<file path="src/sv/owm_pkg.sv">
// Shared types and constants of the single-wire bus master.
package owm_pkg;

	// Register indexes of the configuration channel.
	localparam logic [2:0] REG_SHORT_PULSE = 3'd0;
	localparam logic [2:0] REG_LONG_PULSE  = 3'd1;
	localparam logic [2:0] REG_PRE_RESET   = 3'd2;
	localparam logic [2:0] REG_RESET_LOW   = 3'd3;
	localparam logic [2:0] REG_POST_RESET  = 3'd4;
	localparam logic [2:0] REG_READ_LOW    = 3'd5;

	localparam int CFG_W = 10;

	localparam logic [CFG_W-1:0] SHORT_PULSE_RST = 10'd10;
	localparam logic [CFG_W-1:0] LONG_PULSE_RST  = 10'd64;
	localparam logic [CFG_W-1:0] PRE_RESET_RST   = 10'd480;
	localparam logic [CFG_W-1:0] RESET_LOW_RST   = 10'd480;
	localparam logic [CFG_W-1:0] POST_RESET_RST  = 10'd350;
	localparam logic [CFG_W-1:0] READ_LOW_RST    = 10'd10;

	// Command codes.
	localparam logic [1:0] CMD_NONE  = 2'd0;
	localparam logic [1:0] CMD_RESET = 2'd1;
	localparam logic [1:0] CMD_WRITE = 2'd2;
	localparam logic [1:0] CMD_READ  = 2'd3;

	// Status codes.
	localparam logic [1:0] ST_OK       = 2'd0;
	localparam logic [1:0] ST_BUS_LOW  = 2'd1;
	localparam logic [1:0] ST_NO_ECHO  = 2'd2;

	typedef struct packed {
		logic [CFG_W-1:0] short_pulse_us;
		logic [CFG_W-1:0] long_pulse_us;
		logic [CFG_W-1:0] pre_reset_us;
		logic [CFG_W-1:0] reset_low_us;
		logic [CFG_W-1:0] post_reset_us;
		logic [CFG_W-1:0] read_low_us;
	} owm_cfg_t;

	typedef struct packed {
		logic       tick;
		logic       bus_level;
		logic [7:0] write_data;
		logic [1:0] mode;
	} owm_item_t;

	typedef struct packed {
		logic [1:0] status;
		logic [7:0] read_data;
		logic       done_res;
		logic       busy_res;
		logic       drive_low;
	} owm_res_t;

endpackage

</file>
<file path="src/sv/one_wire_bus_master.sv">
// Each accepted item's result is registered and appears on the master side the next cycle.
// Throughput: one transaction per cycle; the sequencer advances once per accepted item, and
// a new item is taken in the same cycle as the waiting result, so a stalled result holds it.
// Reset: arst_n clears the sequencer to idle, status to success, read data to zero and
// the timing registers to their default values; no clearing pass is needed.
module one_wire_bus_master
	import owm_pkg::*;
#(
	parameter int BITS_PER_TRANSFER = 8,
	parameter int TIMER_WIDTH       = 10
) (
	input  logic        clk,
	input  logic        arst_n,
	input  logic        s_tvalid,
	output logic        s_tready,
	input  logic [15:0] s_tdata,   // [7:0] write_data, [8] bus_level, [9] tick, rest zero
	input  logic [1:0]  s_tuser,   // [1:0] mode
	output logic        m_tvalid,
	input  logic        m_tready,
	output logic [15:0] m_tdata,   // [0] drive_low, [1] busy_res, [2] done_res,
	                               // [10:3] read_data, [12:11] status, rest zero
	input  logic        cfg_valid,
	output logic        cfg_ready,
	input  logic [2:0]  cfg_index,
	input  logic [9:0]  cfg_data
);

	owm_cfg_t  cfg_q;
	owm_item_t item;
	owm_res_t  res;
	owm_res_t  res_q;
	logic      m_tvalid_q;
	logic      s_accept;

	assign s_tready  = !m_tvalid_q || m_tready;
	assign s_accept  = s_tvalid && s_tready;
	assign cfg_ready = 1'b1;

	assign item.mode       = s_tuser;
	assign item.write_data = s_tdata[7:0];
	assign item.bus_level  = s_tdata[8];
	assign item.tick       = s_tdata[9];

	always_ff @(posedge clk or negedge arst_n) begin
		if (!arst_n) begin
			cfg_q.short_pulse_us <= SHORT_PULSE_RST;
			cfg_q.long_pulse_us  <= LONG_PULSE_RST;
			cfg_q.pre_reset_us   <= PRE_RESET_RST;
			cfg_q.reset_low_us   <= RESET_LOW_RST;
			cfg_q.post_reset_us  <= POST_RESET_RST;
			cfg_q.read_low_us    <= READ_LOW_RST;
		end else if (cfg_valid) begin
			case (cfg_index)
				REG_SHORT_PULSE: cfg_q.short_pulse_us <= cfg_data;
				REG_LONG_PULSE:  cfg_q.long_pulse_us  <= cfg_data;
				REG_PRE_RESET:   cfg_q.pre_reset_us   <= cfg_data;
				REG_RESET_LOW:   cfg_q.reset_low_us   <= cfg_data;
				REG_POST_RESET:  cfg_q.post_reset_us  <= cfg_data;
				REG_READ_LOW:    cfg_q.read_low_us    <= cfg_data;
				default: ;
			endcase
		end
	end

	owm_seq #(
		.BITS_PER_TRANSFER(BITS_PER_TRANSFER),
		.TIMER_WIDTH      (TIMER_WIDTH)
	) u_seq (
		.clk    (clk),
		.arst_n (arst_n),
		.step_en(s_accept),
		.item   (item),
		.cfg    (cfg_q),
		.res    (res)
	);

	always_ff @(posedge clk or negedge arst_n) begin
		if (!arst_n) begin
			m_tvalid_q <= 1'b0;
		end else if (s_accept) begin
			m_tvalid_q <= 1'b1;
		end else if (m_tready) begin
			m_tvalid_q <= 1'b0;
		end
	end

	always_ff @(posedge clk) begin
		if (s_accept) begin
			res_q <= res;
		end
	end

	assign m_tvalid = m_tvalid_q;
	assign m_tdata  = {3'b000, res_q.status, res_q.read_data, res_q.done_res,
		res_q.busy_res, res_q.drive_low};

endmodule

</file>
<file path="src/sv/owm_seq.sv">
// Command sequencer of the single-wire bus master: phase state and timed transitions.
module owm_seq
	import owm_pkg::*;
#(
	parameter int BITS_PER_TRANSFER = 8,
	parameter int TIMER_WIDTH       = 10
) (
	input  logic      clk,
	input  logic      arst_n,
	input  logic      step_en,
	input  owm_item_t item,
	input  owm_cfg_t  cfg,
	output owm_res_t  res
);

	localparam int BIW = (BITS_PER_TRANSFER > 1) ? $clog2(BITS_PER_TRANSFER) : 1;
	localparam int CW  = (TIMER_WIDTH > CFG_W) ? TIMER_WIDTH : CFG_W;
	localparam logic [TIMER_WIDTH-1:0] TIMER_MAX = {TIMER_WIDTH{1'b1}};
	localparam logic [BIW-1:0] LAST_BIT = BIW'(BITS_PER_TRANSFER - 1);

	typedef enum logic [3:0] {
		PH_IDLE     = 4'd0,
		PH_RST_PRE  = 4'd1,
		PH_RST_LOW  = 4'd2,
		PH_RST_WAIT = 4'd3,
		PH_RST_POST = 4'd4,
		PH_WR_LOW   = 4'd5,
		PH_WR_HIGH  = 4'd6,
		PH_RD_LOW   = 4'd7,
		PH_RD_WAIT  = 4'd8,
		PH_RD_REC   = 4'd9,
		PH_RD_TAIL  = 4'd10
	} phase_t;

	phase_t                         phase_q, phase_n;
	logic [TIMER_WIDTH-1:0]         timer_q, timer_n, timer_inc;
	logic [BIW-1:0]                 bidx_q, bidx_n;
	logic [BITS_PER_TRANSFER-1:0]   shift_q, shift_n;
	logic [BITS_PER_TRANSFER-1:0]   rword_q, rword_n;
	logic [1:0]                     status_q, status_n;
	logic                           done;
	logic                           cur_bit;
	logic [CFG_W-1:0]               len_raw;
	logic [TIMER_WIDTH-1:0]         len;
	logic [7:0]                     rd_byte;

	// Lengths above the timer range saturate at its maximum.
	function automatic logic [TIMER_WIDTH-1:0] clip(input logic [CFG_W-1:0] v);
		logic [CW-1:0] ve;
		logic [CW-1:0] me;
		ve = CW'(v);
		me = CW'(TIMER_MAX);
		clip = (ve > me) ? TIMER_MAX : TIMER_WIDTH'(ve);
	endfunction

	assign cur_bit = shift_q[bidx_q];

	always_comb begin
		case (phase_q)
			PH_RST_PRE:  len_raw = cfg.pre_reset_us;
			PH_RST_LOW:  len_raw = cfg.reset_low_us;
			PH_RST_WAIT: len_raw = cfg.long_pulse_us;
			PH_RST_POST: len_raw = cfg.post_reset_us;
			PH_WR_LOW:   len_raw = cur_bit ? cfg.short_pulse_us : cfg.long_pulse_us;
			PH_WR_HIGH:  len_raw = cur_bit ? cfg.long_pulse_us : cfg.short_pulse_us;
			PH_RD_LOW:   len_raw = cfg.read_low_us;
			PH_RD_WAIT:  len_raw = cfg.short_pulse_us;
			default:     len_raw = cfg.long_pulse_us;
		endcase
	end

	assign len = clip(len_raw);
	assign timer_inc = (item.tick && (timer_q != TIMER_MAX)) ? timer_q + 1'b1 : timer_q;

	always_comb begin
		phase_n  = phase_q;
		timer_n  = timer_q;
		bidx_n   = bidx_q;
		shift_n  = shift_q;
		rword_n  = rword_q;
		status_n = status_q;
		done     = 1'b0;
		if (phase_q == PH_IDLE) begin
			if (item.mode != CMD_NONE) begin
				bidx_n  = '0;
				timer_n = '0;
				case (item.mode)
					CMD_RESET: begin
						phase_n = PH_RST_PRE;
					end
					CMD_WRITE: begin
						phase_n = PH_WR_LOW;
						for (int i = 0; i < BITS_PER_TRANSFER; i++) begin
							shift_n[i] = (i < 8) ? item.write_data[i % 8] : 1'b0;
						end
					end
					default: begin
						phase_n = PH_RD_LOW;
						shift_n = '0;
					end
				endcase
			end
		end else begin
			timer_n = timer_inc;
			if (timer_inc >= len) begin
				timer_n = '0;
				case (phase_q)
					PH_RST_PRE: begin
						if (item.bus_level) begin
							phase_n = PH_RST_LOW;
						end else begin
							phase_n  = PH_IDLE;
							status_n = ST_BUS_LOW;
							done     = 1'b1;
						end
					end
					PH_RST_LOW: begin
						phase_n = PH_RST_WAIT;
					end
					PH_RST_WAIT: begin
						if (item.bus_level) begin
							phase_n  = PH_IDLE;
							status_n = ST_NO_ECHO;
							done     = 1'b1;
						end else begin
							phase_n = PH_RST_POST;
						end
					end
					PH_RST_POST: begin
						phase_n  = PH_IDLE;
						status_n = ST_OK;
						done     = 1'b1;
					end
					PH_WR_LOW: begin
						phase_n = PH_WR_HIGH;
					end
					PH_WR_HIGH: begin
						if (bidx_q == LAST_BIT) begin
							phase_n  = PH_IDLE;
							status_n = ST_OK;
							done     = 1'b1;
						end else begin
							bidx_n  = bidx_q + 1'b1;
							phase_n = PH_WR_LOW;
						end
					end
					PH_RD_LOW: begin
						phase_n = PH_RD_WAIT;
					end
					PH_RD_WAIT: begin
						if (item.bus_level) begin
							shift_n[bidx_q] = 1'b1;
						end
						phase_n = PH_RD_REC;
					end
					PH_RD_REC: begin
						if (bidx_q == LAST_BIT) begin
							phase_n = PH_RD_TAIL;
						end else begin
							bidx_n  = bidx_q + 1'b1;
							phase_n = PH_RD_LOW;
						end
					end
					PH_RD_TAIL: begin
						rword_n  = shift_q;
						phase_n  = PH_IDLE;
						status_n = ST_OK;
						done     = 1'b1;
					end
					default: begin
						phase_n = PH_IDLE;
					end
				endcase
			end
		end
	end

	always_ff @(posedge clk or negedge arst_n) begin
		if (!arst_n) begin
			phase_q  <= PH_IDLE;
			timer_q  <= '0;
			bidx_q   <= '0;
			shift_q  <= '0;
			rword_q  <= '0;
			status_q <= ST_OK;
		end else if (step_en) begin
			phase_q  <= phase_n;
			timer_q  <= timer_n;
			bidx_q   <= bidx_n;
			shift_q  <= shift_n;
			rword_q  <= rword_n;
			status_q <= status_n;
		end
	end

	// Only the low byte of the assembled word is reported.
	always_comb begin
		for (int i = 0; i < 8; i++) begin
			rd_byte[i] = (i < BITS_PER_TRANSFER) ? rword_n[i % BITS_PER_TRANSFER] : 1'b0;
		end
	end

	assign res.drive_low = (phase_n == PH_RST_LOW) || (phase_n == PH_WR_LOW) ||
		(phase_n == PH_RD_LOW);
	assign res.busy_res  = (phase_n != PH_IDLE);
	assign res.done_res  = done;
	assign res.read_data = rd_byte;
	assign res.status    = status_n;

endmodule

</file>
<file path="config.mk">
export PLATFORM = sky130hd
export DESIGN_NAME = one_wire_bus_master
export DESIGN_NICKNAME = d
export VERILOG_FILES = /design/src/sv/owm_pkg.sv /design/src/sv/one_wire_bus_master.sv /design/src/sv/owm_seq.sv
export SDC_FILE = /design/constraint.sdc
export NUM_CORES = 1
export LEC_CHECK = 0
export ABC_AREA = 1
export BUFFER_PORTS_ARGS = -buffer_cell sky130_fd_sc_hd__buf_2
export CAP_MARGIN = 20
export CELL_PAD_IN_SITES_DETAIL_PLACEMENT = 1
export CELL_PAD_IN_SITES_GLOBAL_PLACEMENT = 1
export CORE_MARGIN = 10
export CORE_UTILIZATION = 48
export CTS_BUF_LIST = sky130_fd_sc_hd__clkbuf_16
export DETAILED_ROUTE_END_ITERATION = 12
export GPL_ROUTABILITY_DRIVEN = 0
export GPL_TIMING_DRIVEN = 0
export PLACE_DENSITY = 0.84
export SYNTH_ARGS = -nofsm -noshare
export SYNTH_HDL_FRONTEND = slang
export SYNTH_SLANG_ARGS = --single-unit
export TNS_END_PERCENT = 30
</file>
<file path="constraint.sdc">
create_clock -name clk -period 7.07 [get_ports clk]
set_clock_uncertainty 0.2 [all_clocks]
set_input_delay 0.3535 -clock clk [delete_from_list [all_inputs] [get_ports clk]]
set_output_delay 0.3535 -clock clk [all_outputs]
set_load 0.02 [all_outputs]
</file>
### Word level (Yosys, flattened, before mapping)

Cells that the tools add are included.

* register bits: 109
* output and inout bits: 19
* logic and storage cells: 126

* reduce and logical (&&, ||, !) cells: 28
* bitwise operators: 2
* muxes and demuxes: 47
* magnitude comparators: 4
* eq/ne operators: 25
* add/sub/neg operators: 2

Operators by type and width (count)
* $mux W10: 7
* $pmux W10 S7: 1
* $mux W8: 8
* $pmux W4 S8: 1
* $eq A4 B3 Y1 const B: 6
* $mux W3: 7
* $mux W4: 4
* $pmux W8 S2: 1
* $reduce_and A2 Y1: 7
* $eq A4 B2 Y1 const B: 3
* $eq A4 B4 Y1 const B: 3
* $mux W2: 6
* $reduce_bool A2 Y1: 6
* $add A10 B1 Y10 const B: 1
* $ge A10 B10 Y1: 1
* $gt A10 B10 Y1 const B: 1
* $ne A10 B10 Y1 const B: 1
* $eq A3 B3 Y1 const B: 3
* $or A8 B8 Y8: 1
* $pmux W2 S4: 1
* $mux W1: 7
* $eq A3 B2 Y1 const B: 2
* $pmux W3 S2: 1
* $reduce_and A6 Y1: 1
* 21 further kinds: 28

### Logic depth before layout (Yosys ltp)

* word-level depth: 12
* mapped depth: 25
* depth with buffers taken out: 25

### Hierarchy

From an unflattened synthesis, not the netlist that was laid out.

* cell total of the unflattened synthesis: 916
* area total of the unflattened synthesis: 6601.3 µm²

Modules (own cells, without submodules)
* owm_seq: instances 1, area an instance 3679.8 µm², cells an instance 621
* one_wire_bus_master: instances 1, area an instance 2921.6 µm², cells an instance 295

### Worst setup path after synthesis

Ideal clock, no wire load.

* path kind: register -> register
* from: register u_seq.timer_q[0]
* to: register res_q (netlist bit m_tdata[0]) (data pin)
* data required time: 6613 ps
* setup slack: 3972 ps
* path buffers: 1
* period minus slack after synthesis: 3098 ps
* stages on the path, launching flop included: 19
* setup time: 257 ps
* arrival time: 2641 ps
* path through: dfrtp_1 -> ha_1 -> and3_1 -> nand4_1 -> nand2_2 -> inv_1 -> buf_6 -> o21ai_0 -> inv_1 -> ha_1 -> nand2_1 -> nor2_1 -> nand2_1 -> nand3_4 -> o21ai_0 -> o21ai_0 -> inv_1 -> o21ai_0 -> nor2_1

RTL lines
* from (decl): RTL line owm_seq.sv:36 `logic [TIMER_WIDTH-1:0] timer_q, timer_n, timer_inc;`
* from (signal assigned): RTL line owm_seq.sv:188 `timer_q <= timer_n;`
* to (signal assigned): RTL line one_wire_bus_master.sv:89 `res_q <= res;`
* to (decl): RTL line one_wire_bus_master.sv:31 `owm_res_t res_q;`

### Worst setup path after layout

* from: register u_seq.phase_q[1]
* to: register u_seq.shift_q[7]

* cells in the longest elaborated chain, start to end: 7
* elaborated cells on any way between the ends: 19

Ends and longest elaborated chain
* from (decl): RTL line owm_seq.sv:35 `phase_t phase_q, phase_n;`
* from (signal assigned): RTL line owm_seq.sv:187 `phase_q <= phase_n;`
* $eq A4 B4 Y1, or another cell as far along: RTL line owm_seq.sv:59, owm_seq.sv:107
* $pmux W10 S7: RTL line owm_seq.sv:59 `case (phase_q)`
* $gt A10 B10 Y1: RTL line owm_seq.sv:53 `clip = (ve > me) ? TIMER_MAX : TIMER_WIDTH'(ve);`
* $mux W10: RTL line owm_seq.sv:53
* $ge A10 B10 Y1: RTL line owm_seq.sv:105 `if (timer_inc >= len) begin`
* $reduce_bool A2 Y1 (no source line)
* $reduce_and A6 Y1 (no source line)
* to (signal assigned): RTL line owm_seq.sv:190 `shift_q <= shift_n;`
* to (decl): RTL line owm_seq.sv:38 `logic [BITS_PER_TRANSFER-1:0] shift_q, shift_n;`

Parallel ways exist; a longest one is shown, timed or not.
A chain may end at the register's enable or synchronous reset.

==> out/metrics.cfg <==
[yosys]
synth_cell_types=44
ys_seq_area_frac=0.443
yosys_warnings=0
syn_inst=820
synth-compound-area-share=0.130
synth_edf_count=13
synthTopCellsByArea=dfrtp_1, nand2_1, dfstp_2
synth_top_area_share=0.303
synth-simple-area-share=0.299
synth-adder-area-share=0.0334
synth_common_cells=nand2_1, o21ai_0, inv_1
async_flop_share=0.881
synth.largest_area_cell=dfrtp_1
synth.ff_latch_count=109
mappedNetlistArea_um2=6360
syn_area_per_cell_um2=7.76
synth_flop_cell=dfrtp_1
synth_mux_area_frac=0
synth_top_family_by_area=simple AND/OR/NAND/NOR gates
synth_xor_xnor_area_share=0.00826
yosysMostFrequentCell=nand2_1

[place]
dp_cells=1039
portBuffers=44
dpl-instance-area_um2=6830
pre_cts_slack_ps=3340
dp.final_hpwl_mm=14.2

[floorplanning]
dieArea_um2=18300
initial_utilization=0.498
pin_count=55
core_region_area_um2=12800
die_w_um=135
die_h_um=135
fp-row-count=41

[timing]
fmax_mhz=265
slew_viol_final=0
grt_setup_unrepaired=false
fin_ws_ps=3300
finalSetupTns_ps=0
hold_viol=0
final-setup-viol-count=0
hold-worst-slack_ps=93.5
worstMarginPinSlew_ps=571
worst_slew_margin_rel=0.619
min_period_over_period=0.534
min_period_ps=3770

[layout]
n_antenna_cell=0
drive_above_1_share=0.177
areaGrowthSynthToFinish_pct=12.2
finalInstanceArea_um2=7130
fillCellCount=1623
instances_no_fill=1057
nets=933
multi_input_area_um2=3010
seqCellArea_um2=2820

[clocking]
cts_tree=yes
clk_latency_ps=360
cts-resized-gates=0
clk_pin_slew_worst_paths_ps=80
cts.htree.levels=3
numCtsBuffers=9
cts.sinks=109
cts_root_buf=clkbuf_16
cts_buffer_depth=2

[power_and_ir_drop]
p_leak_nw=3.62
powerDensity_nw_per_um2=401
worst_ir_drop_vdd_uv=188

[setup_path]
crit_slowest_cell=dfrtp_1
crit_buf_inv=4
required_ps=7160
max_stage_delay_ps=500
worstSetupPathType=flop to flop
cp_top_family=simple AND/OR/NAND/NOR gates
worst_setup_path_start_kind=flop
critical_path_arrival_ps=3870
critical_path_peak_fanout=10
r2r_slack_ps=3300
end_kind=flop
critical_path.cell_chain=nor2_4, inv_2, nor2_8, nor2_1, nand3_2, inv_2, nor3_1, o21ai_0, o21ai_1, ha_1, nand2_1, nor2_1, nand2_1, nand3_4, nor2_4, inv_2, nand3_4, buf_6, nand2_1, o21ai_2

[grt]
antenna_found_initial=0
grt_pass1_vias=6175
grt_max_degree=73
grt.overflow.total=0
gr-usage-all-layers=0.210
grt_pass1_wl_mm=31.4

[outcome]
status=finished clean

[drt]
dr_total_vias=5789
drc_errors=0
drt-total-wl_mm=18.8
drt_iter0_markers=347
wl_per_cell_um=17.8
antenna_left=0
firstDrtPassIters=8
avgViaCountPerCell=5.48

[hold_path]
hold_path_class=input pin to flop

[job]
max-cap-violations=0

## layer usage
layer | wire length, um | vias up | track usage
met5 | 0 | - | 0
met4 | 232 | 0 | 0.0640
met3 | 708 | 18 | 0.0371
met2 | 9250 | 94 | 0.353
met1 | 8580 | 2902 | 0.268
li1 | - | 2775 | -
## flip-flops by register name, indices dropped and copies added, names as in the netlist
register / cells
cfg_q: 60
m_tdata: 13
u_seq.timer_q: 10
u_seq.rword_q: 8
u_seq.shift_q: 8
u_seq.phase_q: 4
u_seq.bidx_q: 3
u_seq.status_q: 2
m_tvalid: 1
## final cells by class
type,count,area share
inverter,94,0.0498
sequential,109,0.395
buffer,31,0.0258
clock inverter,7,0.00702
timing repair buffer,47,0.0386
clock buffer,9,0.0316
tap,172,0.0302
multi-input combinational,588,0.422
## what timing repair did
action	4_1_cts	5_1_grt
buffers inserted	0	0
hold endpoints to repair	24	0
hold buffers	1	0
## logic make-up after synthesis
group / Yosys count
XOR/XNOR: 6
AO/OA/AOI/OAI: 146
adder cells (fa/ha/maj): 17
flip-flops: 109
buffers and inverters: 125
AND/OR/NAND/NOR: 415
other: 2
## placed cells by master (no fill, tap or decap), drive strengths merged, types with 6 or more instances in the layout
| cell type | count |
|---|---|
| a21oi | 11 |
| a31oi | 6 |
| buf | 64 |
| clkbuf | 22 |
| dfrtp | 77 |
| dfstp | 19 |
| edfxtp | 13 |
| ha | 17 |
| inv | 99 |
| nand2 | 286 |
| nand3 | 69 |
| nand4 | 7 |
| nor2 | 35 |
| nor3 | 14 |
| o21ai | 116 |
| xor2 | 6 |
## worst paths after layout
kind | start | endpoint | cells past startpoint
max in group asynchronous | arst_n | cfg_q[36] | 3
max reg2reg | u_seq.phase_q[1] | u_seq.shift_q[7] | 20
min in group asynchronous | arst_n | u_seq.timer_q[2] | 2
max | u_seq.phase_q[1] | u_seq.shift_q[7] | 20
min reg2reg | u_seq.rword_q[3] | u_seq.rword_q[3] | 2
min | m_tready | m_tvalid | 4
## stage by stage
stage	total power, mW	utilization
3_3_place_gp	2.26	0.533
6_report	2.86	0.558
4_1_cts	2.86	0.557
2_1_floorplan	1.95	-
5_1_grt	3.09	0.558
3_5_place_dp	2.36	0.535
## power breakdown
part | total [mW] | internal (mW) | switching, mW
Clock | 0.494 | 0.242 | 0.252
Sequential | 0.939 | 0.805 | 0.134
Combinational | 1.42 | 0.465 | 0.959
Total | 2.86 | 1.51 | 1.35
## tightest hold or removal path, stage by stage
cell and delay, ps:
buf_2 70, inv_1 30, nand2_1 80, nand2_1 70
Power figures use the tool's default switching activity.
